==> src/sv/u8sd_pkg.sv <==
package u8sd_pkg;

  localparam int unsigned BYTE_W = 8;
  localparam int unsigned CP_W   = 31;
  localparam int unsigned LEN_W  = 3;
  localparam int unsigned PAY_W  = 7;

  // Result status codes
  typedef enum logic [1:0] {
    ST_OK       = 2'd0,
    ST_BAD_LEAD = 2'd1,
    ST_BAD_CONT = 2'd2,
    ST_TRUNC    = 2'd3
  } status_t;

  // Lead byte classification
  typedef struct packed {
    logic             valid;
    logic [LEN_W-1:0] len;
    logic [PAY_W-1:0] payload;
  } lead_info_t;

  // One decoded result
  typedef struct packed {
    logic [CP_W-1:0]  code_point;
    status_t          status;
    logic [LEN_W-1:0] bytes_used;
  } result_t;

endpackage

==> src/sv/u8sd_lead_decode.sv <==
module u8sd_lead_decode
  import u8sd_pkg::*;
(
  input  logic [BYTE_W-1:0] data_byte,
  output lead_info_t        lead
);

  // Sequence length and payload mask from the leading ones of the byte
  always_comb begin
    lead.valid   = 1'b1;
    lead.len     = 3'd1;
    lead.payload = data_byte[PAY_W-1:0];
    casez (data_byte)
      8'b0???????: begin
        lead.len     = 3'd1;
        lead.payload = data_byte[6:0];
      end
      8'b110?????: begin
        lead.len     = 3'd2;
        lead.payload = {2'b00, data_byte[4:0]};
      end
      8'b1110????: begin
        lead.len     = 3'd3;
        lead.payload = {3'b000, data_byte[3:0]};
      end
      8'b11110???: begin
        lead.len     = 3'd4;
        lead.payload = {4'b0000, data_byte[2:0]};
      end
      8'b111110??: begin
        lead.len     = 3'd5;
        lead.payload = {5'b00000, data_byte[1:0]};
      end
      8'b1111110?: begin
        lead.len     = 3'd6;
        lead.payload = {6'b000000, data_byte[0]};
      end
      default: begin
        // continuation byte or 0xFE/0xFF where a lead is expected
        lead.valid   = 1'b0;
        lead.len     = 3'd1;
        lead.payload = '0;
      end
    endcase
  end

endmodule

==> src/sv/u8sd_seq_fsm.sv <==
module u8sd_seq_fsm
  import u8sd_pkg::*;
(
  input  logic              clk,
  input  logic              rst,
  input  logic              step,
  input  logic [BYTE_W-1:0] data_byte,
  input  logic              last,
  input  lead_info_t        lead,
  output logic              res_valid,
  output result_t           res
);

  logic [CP_W-1:0]  accumulated_value, accumulated_value_next;
  logic [LEN_W-1:0] bytes_remaining, bytes_remaining_next;
  logic [LEN_W-1:0] sequence_length, sequence_length_next;
  logic             continuation_error, continuation_error_next;

  logic             is_cont;
  logic [LEN_W-1:0] rem_dec;

  assign is_cont = (data_byte[7:6] == 2'b10);
  assign rem_dec = bytes_remaining - 3'd1;

  // Per-byte sequence step
  always_comb begin
    accumulated_value_next  = accumulated_value;
    bytes_remaining_next    = bytes_remaining;
    sequence_length_next    = sequence_length;
    continuation_error_next = continuation_error;
    res_valid               = 1'b0;
    res.code_point          = '0;
    res.status              = ST_OK;
    res.bytes_used          = 3'd1;

    if (step) begin
      if (bytes_remaining == '0) begin
        // waiting for a lead byte
        if (!lead.valid) begin
          res_valid  = 1'b1;
          res.status = ST_BAD_LEAD;
        end else if (lead.len == 3'd1) begin
          res_valid      = 1'b1;
          res.code_point = {{(CP_W-PAY_W){1'b0}}, lead.payload};
        end else if (last) begin
          res_valid  = 1'b1;
          res.status = ST_TRUNC;
        end else begin
          accumulated_value_next  = {{(CP_W-PAY_W){1'b0}}, lead.payload};
          sequence_length_next    = lead.len;
          bytes_remaining_next    = lead.len - 3'd1;
          continuation_error_next = 1'b0;
        end
      end else begin
        // continuation byte: shift in six bits unless already broken
        continuation_error_next = continuation_error | !is_cont;
        if (is_cont && !continuation_error)
          accumulated_value_next = {accumulated_value[CP_W-7:0], data_byte[5:0]};
        bytes_remaining_next = rem_dec;

        if (rem_dec == '0) begin
          res_valid      = 1'b1;
          res.bytes_used = sequence_length;
          if (continuation_error_next) begin
            res.status = ST_BAD_CONT;
          end else begin
            res.code_point = accumulated_value_next;
          end
        end else if (last) begin
          res_valid      = 1'b1;
          res.status     = ST_TRUNC;
          res.bytes_used = sequence_length - rem_dec;
        end

        if (res_valid) begin
          accumulated_value_next  = '0;
          bytes_remaining_next    = '0;
          sequence_length_next    = '0;
          continuation_error_next = 1'b0;
        end
      end
    end
  end

  // Sequence state
  always_ff @(posedge clk) begin
    if (rst) begin
      accumulated_value  <= '0;
      bytes_remaining    <= '0;
      sequence_length    <= '0;
      continuation_error <= 1'b0;
    end else begin
      accumulated_value  <= accumulated_value_next;
      bytes_remaining    <= bytes_remaining_next;
      sequence_length    <= sequence_length_next;
      continuation_error <= continuation_error_next;
    end
  end

endmodule

==> src/sv/u8sd_out_reg.sv <==
module u8sd_out_reg
  import u8sd_pkg::*;
(
  input  logic    clk,
  input  logic    rst,
  input  logic    load,
  input  logic    res_valid,
  input  result_t res,
  output logic    free,
  output logic    m_tvalid,
  input  logic    m_tready,
  output logic [39:0] m_tdata,
  output logic [1:0]  m_tuser
);

  result_t held;

  // slot can take a new result when empty or being drained this cycle
  assign free = !m_tvalid || m_tready;

  // Valid flag
  always_ff @(posedge clk) begin
    if (rst) begin
      m_tvalid <= 1'b0;
    end else if (load) begin
      m_tvalid <= res_valid;
    end else if (m_tready) begin
      m_tvalid <= 1'b0;
    end
  end

  // Result payload
  always_ff @(posedge clk) begin
    if (load && res_valid) begin
      held <= res;
    end
  end

  assign m_tdata = {6'b000000, held.bytes_used, held.code_point};
  assign m_tuser = held.status;

endmodule

==> src/sv/utf8_stream_decoder.sv <==
// UTF-8 stream decoder, original encoding with sequences of one to six bytes.
// Input channel s_*: one byte of the stream per beat, s_tlast on the final
// byte of a buffer. Output channel m_*: one beat per completed sequence with
// the code point and byte count in m_tdata and the status in m_tuser
// (ok, invalid lead, bad continuation, truncated). Lead and continuation
// bytes that leave a sequence open give no output beat.
// Throughput: one byte per cycle while the result register is free. Each
// accepted byte sits in the input register until the decode step loads the
// result register, so m_tvalid rises once the input register has handed on
// the beat that completes its sequence.
// The input register advances only when the result register is empty or being
// drained, so a stall on m_tready holds the result beat steady and drops
// s_tready as soon as the input register is occupied too; nothing is lost or
// reordered.
// Reset (rst, synchronous, active high) empties both registers and returns
// the decoder to waiting for a lead byte.
module utf8_stream_decoder
  import u8sd_pkg::*;
(
  input  logic        clk,
  input  logic        rst,
  input  logic        s_tvalid,
  output logic        s_tready,
  input  logic [7:0]  s_tdata,   // [7:0] data_byte
  input  logic        s_tlast,   // end_of_buffer
  output logic        m_tvalid,
  input  logic        m_tready,
  output logic [39:0] m_tdata,   // [30:0] code_point, [33:31] bytes_used, rest zero
  output logic [1:0]  m_tuser    // [1:0] status
);

  logic              in_valid;
  logic [BYTE_W-1:0] in_byte;
  logic              in_last;
  logic              out_free;
  logic              adv;
  lead_info_t        lead;
  logic              res_valid;
  result_t           res;

  assign adv      = in_valid && out_free;
  assign s_tready = !in_valid || adv;

  // Input register
  always_ff @(posedge clk) begin
    if (rst) begin
      in_valid <= 1'b0;
    end else if (s_tvalid && s_tready) begin
      in_valid <= 1'b1;
    end else if (adv) begin
      in_valid <= 1'b0;
    end
  end

  always_ff @(posedge clk) begin
    if (s_tvalid && s_tready) begin
      in_byte <= s_tdata;
      in_last <= s_tlast;
    end
  end

  u8sd_lead_decode u_lead (
    .data_byte (in_byte),
    .lead      (lead)
  );

  u8sd_seq_fsm u_seq (
    .clk       (clk),
    .rst       (rst),
    .step      (adv),
    .data_byte (in_byte),
    .last      (in_last),
    .lead      (lead),
    .res_valid (res_valid),
    .res       (res)
  );

  u8sd_out_reg u_out (
    .clk       (clk),
    .rst       (rst),
    .load      (adv),
    .res_valid (res_valid),
    .res       (res),
    .free      (out_free),
    .m_tvalid  (m_tvalid),
    .m_tready  (m_tready),
    .m_tdata   (m_tdata),
    .m_tuser   (m_tuser)
  );

endmodule

==> config.mk <==
export PLATFORM = sky130hd
export DESIGN_NAME = utf8_stream_decoder
export DESIGN_NICKNAME = d
export VERILOG_FILES = /design/src/sv/u8sd_pkg.sv /design/src/sv/u8sd_lead_decode.sv /design/src/sv/u8sd_seq_fsm.sv /design/src/sv/u8sd_out_reg.sv /design/src/sv/utf8_stream_decoder.sv
export SDC_FILE = /design/constraint.sdc
export NUM_CORES = 1
export LEC_CHECK = 0
export ABC_AREA = 1
export BUFFER_PORTS_ARGS = -buffer_cell sky130_fd_sc_hd__buf_2
export CORE_ASPECT_RATIO = 0.6
export CORE_MARGIN = 5
export CORE_UTILIZATION = 54
export CTS_BUF_LIST = sky130_fd_sc_hd__clkbuf_4
export DETAILED_ROUTE_END_ITERATION = 16
export GPL_TIMING_DRIVEN = 0
export HOLD_SLACK_MARGIN = 0.02
export PLACE_DENSITY = 0.81
export SYNTH_ARGS = -nofsm -noshare
export SYNTH_HDL_FRONTEND = slang
export SYNTH_SLANG_ARGS = --single-unit
export TNS_END_PERCENT = 5
==> constraint.sdc <==
create_clock -name clk -period 5.4 [get_ports clk]
set_input_delay 0.81 -clock clk [delete_from_list [all_inputs] [get_ports clk]]
set_output_delay 0.81 -clock clk [all_outputs]
set_load 0.02 [all_outputs]
==> results.cfg, run 1 <==
[global_routing]
grt_pass1_vias = 3369
use_met2_pct = 32.85
antenna_found_initial = 1
grt_max_degree = 37
grt_pass1_wl_um = 17410
grt_overflow = 0
grt.busiest_layer = met1
track_usage_pct = 23.79
grt_use_met3_pct = 6.613
met1_usage_pct = 36.48

[synthesis]
synth.distinct_cells = 37
ys_seq_area_share_pct = 51.84
ys_ff_latch = 85
syn_area_per_cell_um2 = 8.613
yosysWarnings = 0
synth_area_mm2 = 0.004151
syn_inst = 482

[setup_path]
endpoint = u_out.m_tdata[3]
crit_path_end_kind = flop
cp.required_ns = 5.49
worstSetupStartpointType = flop
path_cells = inv_2 > a21oi_2 > inv_2 > nor2_4 > nand2_4 > nand2_1 > ha_1 > nand3_1 > inv_1 > nor2_1 > nand2_1 > nand2_1 > inv_2
rr_worst_depth = 13
timing.critical_path.buf_inv = 4
critPathMaxStageDelay_ns = 0.59
critical_path_arrival_ns = 3.15
timing.rr.end = u_out.m_tdata[3]
critical_path_depth = 13
crit_path_top_delay_cell = inv_2
cp_top_family = buffers and inverters
cp_max_fo = 36
r2r_slack_ns = 2.33
reg2reg_from = in_byte[7]
worst-setup-path-type = reg -> reg
crit_start = in_byte[7]

[timing]
setup_viol = 0
rsz0062_at_grt = false
final.period_utilization_pct = 56.81
clock.fmax_ghz = 0.3260
setup-tns-final_ns = 0
worst_pin_slew_ns = 0.7619
drv_slew = 0
hold_slack_ns = 0.4743
fin_crit_ns = 3.068
skew_ns = 0.01680
finalHoldViolations = 0
slew_headroom_pct = 49.13

[finish]
drive_gt1_share_pct = 19.89
nFillCells = 609
syn_to_final_growth_pct = 12.93
final_common_cell = nand2_1
final_nets = 568
final_cell_mix = 110 x nand2_1, 75 x nor2_1, 57 x buf_2

[pwr]
total_power_w = 0.001337
ir_worst_vdd_v = 0.0001958
pwr_density_cell_mw_per_mm2 = 285.2
leakagePower_nw = 1.891

[cts]
clk_latency_ns = 0.45
clkTransAtPathRegs_ns = 0.12
holdBufCountCts = 0
postCtsSetupRepairBufs = 0
cts_resized = 0
cts_tree = built
cts-buffers-inserted = 9
root_buffer = clkbuf_4
cts_buffer_depth = 2
clkSinkCount = 85
htreeDepth = 3

[drt]
wl_per_cell_um = 16.28
via_count = 3605
drcViolationCount = 0
firstDrtPassIters = 6
wirelength_um = 10720
vias_per_cell = 5.479
antenna_left = 0
drtIter0Drc = 435

[floorplan]
die_h_um = 77.92
core-area_mm2 = 0.007357
io_pins = 57
die-area_mm2 = 0.009599
row_count = 24
start_util_pct = 56.43
dieWidth_um = 123.2

[place]
gp_congestion = 1.003
dpl.hpwl_um = 8043
port-buffer-count = 50

[outcome]
status = completed

[run]
drv_cap = 0

[min_path]
hp-class = reg -> reg
## flip-flops by register name (all words and copies together), names as in the netlist
register                  cells
in_last                       1
u_seq.continuation_error      1
u_out.m_tdata                34
u_seq.bytes_remaining         3
u_out.m_tuser                 2
u_seq.accumulated_value      31
u_out.m_tvalid                1
u_seq.sequence_length         3
in_valid                      1
in_byte                       8
## power by group
group / switching, W / internal, W / leakage (nW)
registers: 0.0000144 / 0.000710 / 0.759
clock network: 0.000214 / 0.000150 / 0.0809
logic: 0.000175 / 0.0000738 / 1.05
## through the flow
stage          util [%]  instance area [um^2]  std cells  setup WS, ns
5_1_grt           63.72                  4688        658         2.058
2_1_floorplan         -                  4170        487         2.716
3_5_place_dp      61.85                  4551        641         1.912
6_report          63.72                  4688        658         2.332
3_3_place_gp      61.85                  4551        641         2.042
4_1_cts           63.69                  4686        657         1.878
## synthesized netlist by cell type
cell type    n  share of area [%]
a211oi_1     1               0.18
a21oi_1     36                4.3
a21oi_2      3               0.63
a22oi_1      1               0.18
a31oi_1      1               0.15
buf_2        7               0.84
buf_4        7                1.3
buf_6        8                2.2
clkbuf_1     6               0.54
clkbuf_2     1               0.12
clkinv_1     1              0.090
conb_1       1              0.090
dfxtp_1     40                 19
edfxtp_1    45                 33
fa_1         1               0.48
ha_1         6                1.8
inv_1       36                3.3
inv_2        4               0.36
mux2i_1      8                1.9
nand2_1    110                9.9
nand2_2      1               0.15
nand2_4      2               0.54
nand3_1      9                1.1
nand3_2      5                1.2
nand3b_1     1               0.18
nand4_1      5               0.75
nor2_1      75                6.8
nor2_4       3               0.81
nor3_1       1               0.12
o211ai_4     1               0.51
o21ai_0     39                4.7
o22ai_1      9                1.4
o31ai_1      2               0.36
o32ai_1      2               0.42
or2_2        1               0.15
xnor2_1      2               0.42
xor2_1       1               0.21
## how the worst min path moves through the flow
stage,from,to,slack [ns],depth (start not counted)
global placement,u_seq.accumulated_value[27],u_seq.accumulated_value[27],0.45,2
floorplan,u_seq.accumulated_value[25],u_seq.accumulated_value[25],0.44,2
detailed placement,u_seq.accumulated_value[23],u_seq.accumulated_value[23],0.46,2
finish,u_seq.accumulated_value[23],u_seq.accumulated_value[23],0.47,2
global route,u_seq.accumulated_value[24],u_seq.accumulated_value[24],0.49,2
CTS,u_seq.accumulated_value[23],u_seq.accumulated_value[23],0.47,2
## logic make-up (layout without fill, tap and decap cells)
group                      count (synthesis)  after routing  synth area share, %
AOI/OAI and AO/OA                         95             95                12.84
xor gates and xnor gates                   3              3               0.6330
adders and majority gates                  7              7                2.291
buffers and inverters                     70            136                8.649
DFF                                       85             85                51.84
muxes                                      8              8                1.929
other                                      1              7              0.09033
and+or+nand+nor                          213            213                21.73
## cell type report
class | count | area, um^2 | area share (%)
Sequential cell | 85 | 2152 | 45.90
Multi-Input combinational cell | 332 | 1659 | 35.39
Timing Repair Buffer | 50 | 250.2 | 5.338
Buffer | 29 | 205.2 | 4.377
Inverter | 41 | 153.9 | 3.283
Tap cell | 104 | 130.1 | 2.776
Clock buffer | 11 | 82.58 | 1.761
Clock inverter | 5 | 52.55 | 1.121
Antenna cell | 1 | 2.502 | 0.05338
## routing by layer
layer  vias up  share of wire, %  routed length [um]
li1       1720                 -                   -
met1      1623                47                4999
met2       247                40                4251
met3        15                13                1342
met4         0               1.1                 121
met5         -                 0                   0
## tightest hold or removal path: cells and delay by family, from the launching register on
family	cells	cell delay [ns]
simple gates	1	0.06
flops	1	0.33
compound gates	1	0.05
Power figures use the tool's default switching activity.
==> run 2: changes to the inputs <==
--- a/config.mk
+++ b/config.mk
@@ -14,7 +14,7 @@
 export DETAILED_ROUTE_END_ITERATION = 16
 export GPL_TIMING_DRIVEN = 0
 export HOLD_SLACK_MARGIN = 0.02
-export PLACE_DENSITY = 0.81
+export PLACE_DENSITY = 0.84
 export SYNTH_ARGS = -nofsm -noshare
 export SYNTH_HDL_FRONTEND = slang
 export SYNTH_SLANG_ARGS = --single-unit
==> constraint.sdc (replaced) <==
create_clock -name clk -period 2.75 [get_ports clk]
set_input_delay 0.4125 -clock clk [delete_from_list [all_inputs] [get_ports clk]]
set_output_delay 0.4125 -clock clk [all_outputs]
set_load 0.02 [all_outputs]
==> results.cfg, run 2 (synthesized netlist as in run 1, its figures left out) <==
[cts]
htreeDepth = 3
root_buffer = clkbuf_4
clk_latency_ns = 0.46
holdBufCountCts = 0
clkTransAtPathRegs_ns = 0.12
cts-buffers-inserted = 9
cts_tree = built
cts_buffer_depth = 2
clkSinkCount = 85

[timing]
rsz0062_at_grt = false
slew_headroom_pct = 59.23
finalHoldViolations = 0
worst_pin_slew_ns = 0.6115
drv_slew = 0
setup-tns-final_ns = 0
skew_ns = 0.01952
fin_crit_ns = 2.571
hold_slack_ns = 0.1260
clock.fmax_ghz = 0.3890
final.period_utilization_pct = 93.48
setup_viol = 0

[run]
drv_cap = 0

[finish]
drive_gt1_share_pct = 21.21
final_nets = 576
design_area_mm2 = 0.004820
largest_register_ffs = 34
nFillCells = 621
final_common_cell = nand2_1
antenna_cells = 0
final_cell_mix = 109 x nand2_1, 75 x nor2_1, 57 x buf_2
fin_util_pct = 65.51
syn_to_final_growth_pct = 16.09

[floorplan]
dieWidth_um = 123.2
core-area_mm2 = 0.007357
io_pins = 57
row_count = 24
die-area_mm2 = 0.009599
start_util_pct = 56.43
die_h_um = 77.92

[setup_path]
endpoint = u_out.m_tdata[26]
reg2reg_from = in_byte[5]
cp.required_ns = 2.98
rr_worst_depth = 13
r2r_slack_ns = 0.18
cp_max_fo = 9
crit_start = in_byte[5]
timing.rr.end = u_out.m_tdata[26]
crit_path_end_kind = flop
worstSetupStartpointType = flop
worst-setup-path-type = reg -> reg
critical_path_arrival_ns = 2.80

[drt]
firstDrtPassIters = 5
wl_per_cell_um = 16.22
drcViolationCount = 0
drtIter0Drc = 400
vias_per_cell = 5.451
via_count = 3625
antenna_left = 0
wirelength_um = 10790

[global_routing]
use_met2_pct = 31.06
grt_use_met3_pct = 7.122
met1_usage_pct = 36.43
track_usage_pct = 23.61
antenna_found_initial = 0
grt.busiest_layer = met1
grt_overflow = 0
grt_max_degree = 15
grt_pass1_wl_um = 17190
grt_pass1_vias = 3345

[pwr]
ir_worst_vdd_v = 0.0005365
pwr_density_cell_mw_per_mm2 = 591.0
leakagePower_nw = 1.945
total_power_w = 0.002848

[place]
dpl.hpwl_um = 7655
gp_congestion = 0.9990
place_area_mm2 = 0.004551
port-buffer-count = 50

[min_path]
hp-class = in -> reg

[outcome]
status = completed
-- run 2: worst min path at each step --
stage                                           start                           to  slack (ns)  cells after the start
after CTS                                  s_tdata[0]                   in_byte[0]        0.11                      1
after global routing                       s_tdata[5]                   in_byte[5]        0.09                      1
after floorplan           u_seq.accumulated_value[25]  u_seq.accumulated_value[25]        0.44                      2
after global placement    u_seq.accumulated_value[27]  u_seq.accumulated_value[27]        0.45                      2
final                                      s_tdata[0]                   in_byte[0]        0.13                      1
after detailed placement  u_seq.accumulated_value[26]  u_seq.accumulated_value[26]        0.46                      2
-- run 2: timing repair --
item | CTS | global route
resized for setup | 3 | 2
endpoints found under the setup margin | 36 | 36
buffers inserted | 5 | 2
cloned | 1 | 0
-- run 2: cell type report --
cell class	instances	area (um^2)	share of cell area, %
inverters	41	157.7	3.271
clock inverters	6	110.1	2.285
repair inverters	1	7.507	0.1558
clock buffers	10	75.07	1.558
flip-flops and latches	85	2152	44.65
repair buffers	57	315.3	6.542
plain buffers	29	205.2	4.258
multi-input cells	332	1667	34.58
well taps	104	130.1	2.700
-- run 2: where the power goes --
group          switching, W  internal (W)
Sequential        0.0000268       0.00139
Clock              0.000438      0.000472
Combinational      0.000358      0.000161
-- run 2: metal layers --
layer  vias to the layer above  wire length, um
li1                       1739                -
met1                      1660             4945
met2                       203             4256
met3                        23             1392
met4                         0              195
met5                         -                0
-- run 2: worst max-delay path: stages (launching register included) --
cell and delay, ns:
edfxtp_1 0.45, inv_2 0.12, nor2_4 0.19, o211ai_4 0.14, nand2_4 0.16, nand2_1 0.09, ha_1 0.21, nand3_1 0.19
inv_2 0.11, nor2_1 0.15, nand2_1 0.10, nand2_4 0.14, clkinvlp_4 0.13, buf_4 0.17
-- run 2: stage by stage --
stage / setup WS (ns) / instances
floorplan: 0.06603 / 487
global placement: -0.5583 / 641
detailed placement: -0.6844 / 641
CTS: 0.09713 / 663
global route: 0.009220 / 665
finish: 0.1794 / 665
==> run 3: changes to the inputs <==
==> constraint.sdc (replaced) <==
create_clock -name clk -period 2.75 [get_ports clk]
set_input_delay 0.1375 -clock clk [delete_from_list [all_inputs] [get_ports clk]]
set_output_delay 0.1375 -clock clk [all_outputs]
set_load 0.02 [all_outputs]
==> results.cfg, run 3 (synthesized netlist as in run 1, its figures left out) <==
[floorplan]
start_util_pct = 56.43
io_pins = 57
die-area_mm2 = 0.009599
row_count = 24
dieWidth_um = 123.2
core-area_mm2 = 0.007357
die_h_um = 77.92

[min_path]
hp-class = in -> reg

[finish]
largest_register_ffs = 34
nFillCells = 600
final_common_cell = nand2_1
syn_to_final_growth_pct = 19.23
final_nets = 589
antenna_cells = 0
drive_gt1_share_pct = 20.73
final_cell_mix = 109 x nand2_1, 75 x nor2_1, 57 x buf_2

[pwr]
internal_power_w = 0.002038
switchingPower_w = 0.0008308
clock_power_share_pct = 31.8
ir_worst_vdd_v = 0.0005418
p_comb_share_pct = 18.7
seqPwrFrac_pct = 49.5
leakagePower_nw = 2.000
pwr_density_cell_mw_per_mm2 = 579.5
switching_share_pct = 28.96
total_power_w = 0.002869

[setup_path]
worstSetupStartpointType = flop
cp.required_ns = 2.97
critical_path_arrival_ns = 2.84
worst-setup-path-type = reg -> reg
cp_max_fo = 5
crit_path_end_kind = flop

[place]
dpl.hpwl_um = 7655
gp_congestion = 0.9990
pre_cts_slack_ns = -0.6844
port-buffer-count = 50

[cts]
clk_latency_ns = 0.46
clkTransAtPathRegs_ns = 0.12
cts_buffer_depth = 2
clkSinkCount = 85
root_buffer = clkbuf_4
cts_tree = built
cts-buffers-inserted = 9
htreeDepth = 3

[timing]
drv_slew = 0
finalHoldViolations = 0
skew_ns = 0.01779
worst_pin_slew_ns = 0.6116
slew_headroom_pct = 59.22
clock.fmax_ghz = 0.3824
setup_viol = 0
setup_ws_ns = 0.1349
fin_crit_ns = 2.615
rsz0062_at_grt = false
final.period_utilization_pct = 95.10

[drt]
vias_per_cell = 5.437
via_count = 3686
drtIter0Drc = 438
wl_per_cell_um = 16.15
antenna_left = 0
firstDrtPassIters = 5
drcViolationCount = 0
wirelength_um = 10950

[global_routing]
antenna_found_initial = 0
grt_pass1_vias = 3376
grt_pass1_wl_um = 17420
grt_overflow = 0
track_usage_pct = 23.92
grt_max_degree = 15

[outcome]
status = completed

[run]
drv_cap = 0
## run 3: cell count changes in the layout (fill, tap and decap cells not counted)
cell	before	now
dlygate4sd3_1	0	13
## run 3: area by class of cell
class	count	area, um^2	area share [%]
clock inverters	6	110.1	2.224
repair buffers	70	445.4	8.999
well taps	104	130.1	2.629
inverters	41	157.7	3.185
multi-input cells	332	1667	33.67
repair inverters	1	7.507	0.1517
plain buffers	29	205.2	4.146
clock buffers	10	75.07	1.517
flip-flops and latches	85	2152	43.48
## run 3: worst paths after layout
kind / start / endpoint / cells past startpoint / slack (ns)
worst min register to register: u_seq.accumulated_value[26] / u_seq.accumulated_value[26] / 2 / 0.47
worst max register to register: in_byte[5] / u_out.m_tdata[26] / 14 / 0.13
worst min-delay path: s_tdata[7] / in_byte[7] / 2 / 0.39
worst max-delay path: in_byte[5] / u_out.m_tdata[26] / 14 / 0.13
## run 3: timing repair
| action | in CTS | in global routing |
|---|---|---|
| pin swaps | 0 | 0 |
| setup buffers | 5 | 2 |
| gates resized for setup | 3 | 2 |
| hold endpoints to repair | 11 | 0 |
| hold buffers | 13 | 0 |
| endpoints found under the setup margin | 36 | 36 |
| gates cloned | 1 | 0 |
## run 3: routing by layer
metal / vias up / global-route usage [%] / wire length (um)
met5: - / 0 / 0
met4: 0 / 7.845 / 169
met3: 21 / 6.904 / 1422
met2: 226 / 31.98 / 4384
met1: 1679 / 36.71 / 4973
li1: 1760 / - / -
## run 3: critical path, stage by stage, from the launching register on
cell,delay (ns)
edfxtp_1,0.48
inv_2,0.18
nor2_4,0.08
nand3_1,0.07
nand2_1,0.05
nor2_1,0.19
nand2_1,0.11
ha_1,0.21
nand3_1,0.20
inv_2,0.12
nor2_1,0.16
nand2_1,0.11
nand2_4,0.14
clkinvlp_4,0.13
buf_4,0.17
## run 3: stage by stage
stage / instance area, um^2 / std cells / util, % / hold slack [ns] / TNS [ns]
floorplan: 4170 / 487 / - / 0.2066 / 0
global placement: 4551 / 641 / 61.85 / 0.3137 / -19.95
detailed placement: 4551 / 641 / 61.85 / 0.3156 / -24.54
CTS: 4930 / 676 / 67.01 / 0.3674 / 0
global route: 4950 / 678 / 67.28 / 0.3663 / 0
finish: 4950 / 678 / 67.28 / 0.3872 / 0
## run 3: power by group through the flow
stage | Combinational [W] | Sequential [W] | Clock, W
after floorplan | 0.000306 | 0.00148 | 0
after global placement | 0.000471 | 0.00145 | 0
after detailed placement | 0.000480 | 0.00145 | 0
after CTS | 0.000515 | 0.00142 | 0.000916
after global routing | 0.000578 | 0.00143 | 0.000984
final | 0.000537 | 0.00142 | 0.000912
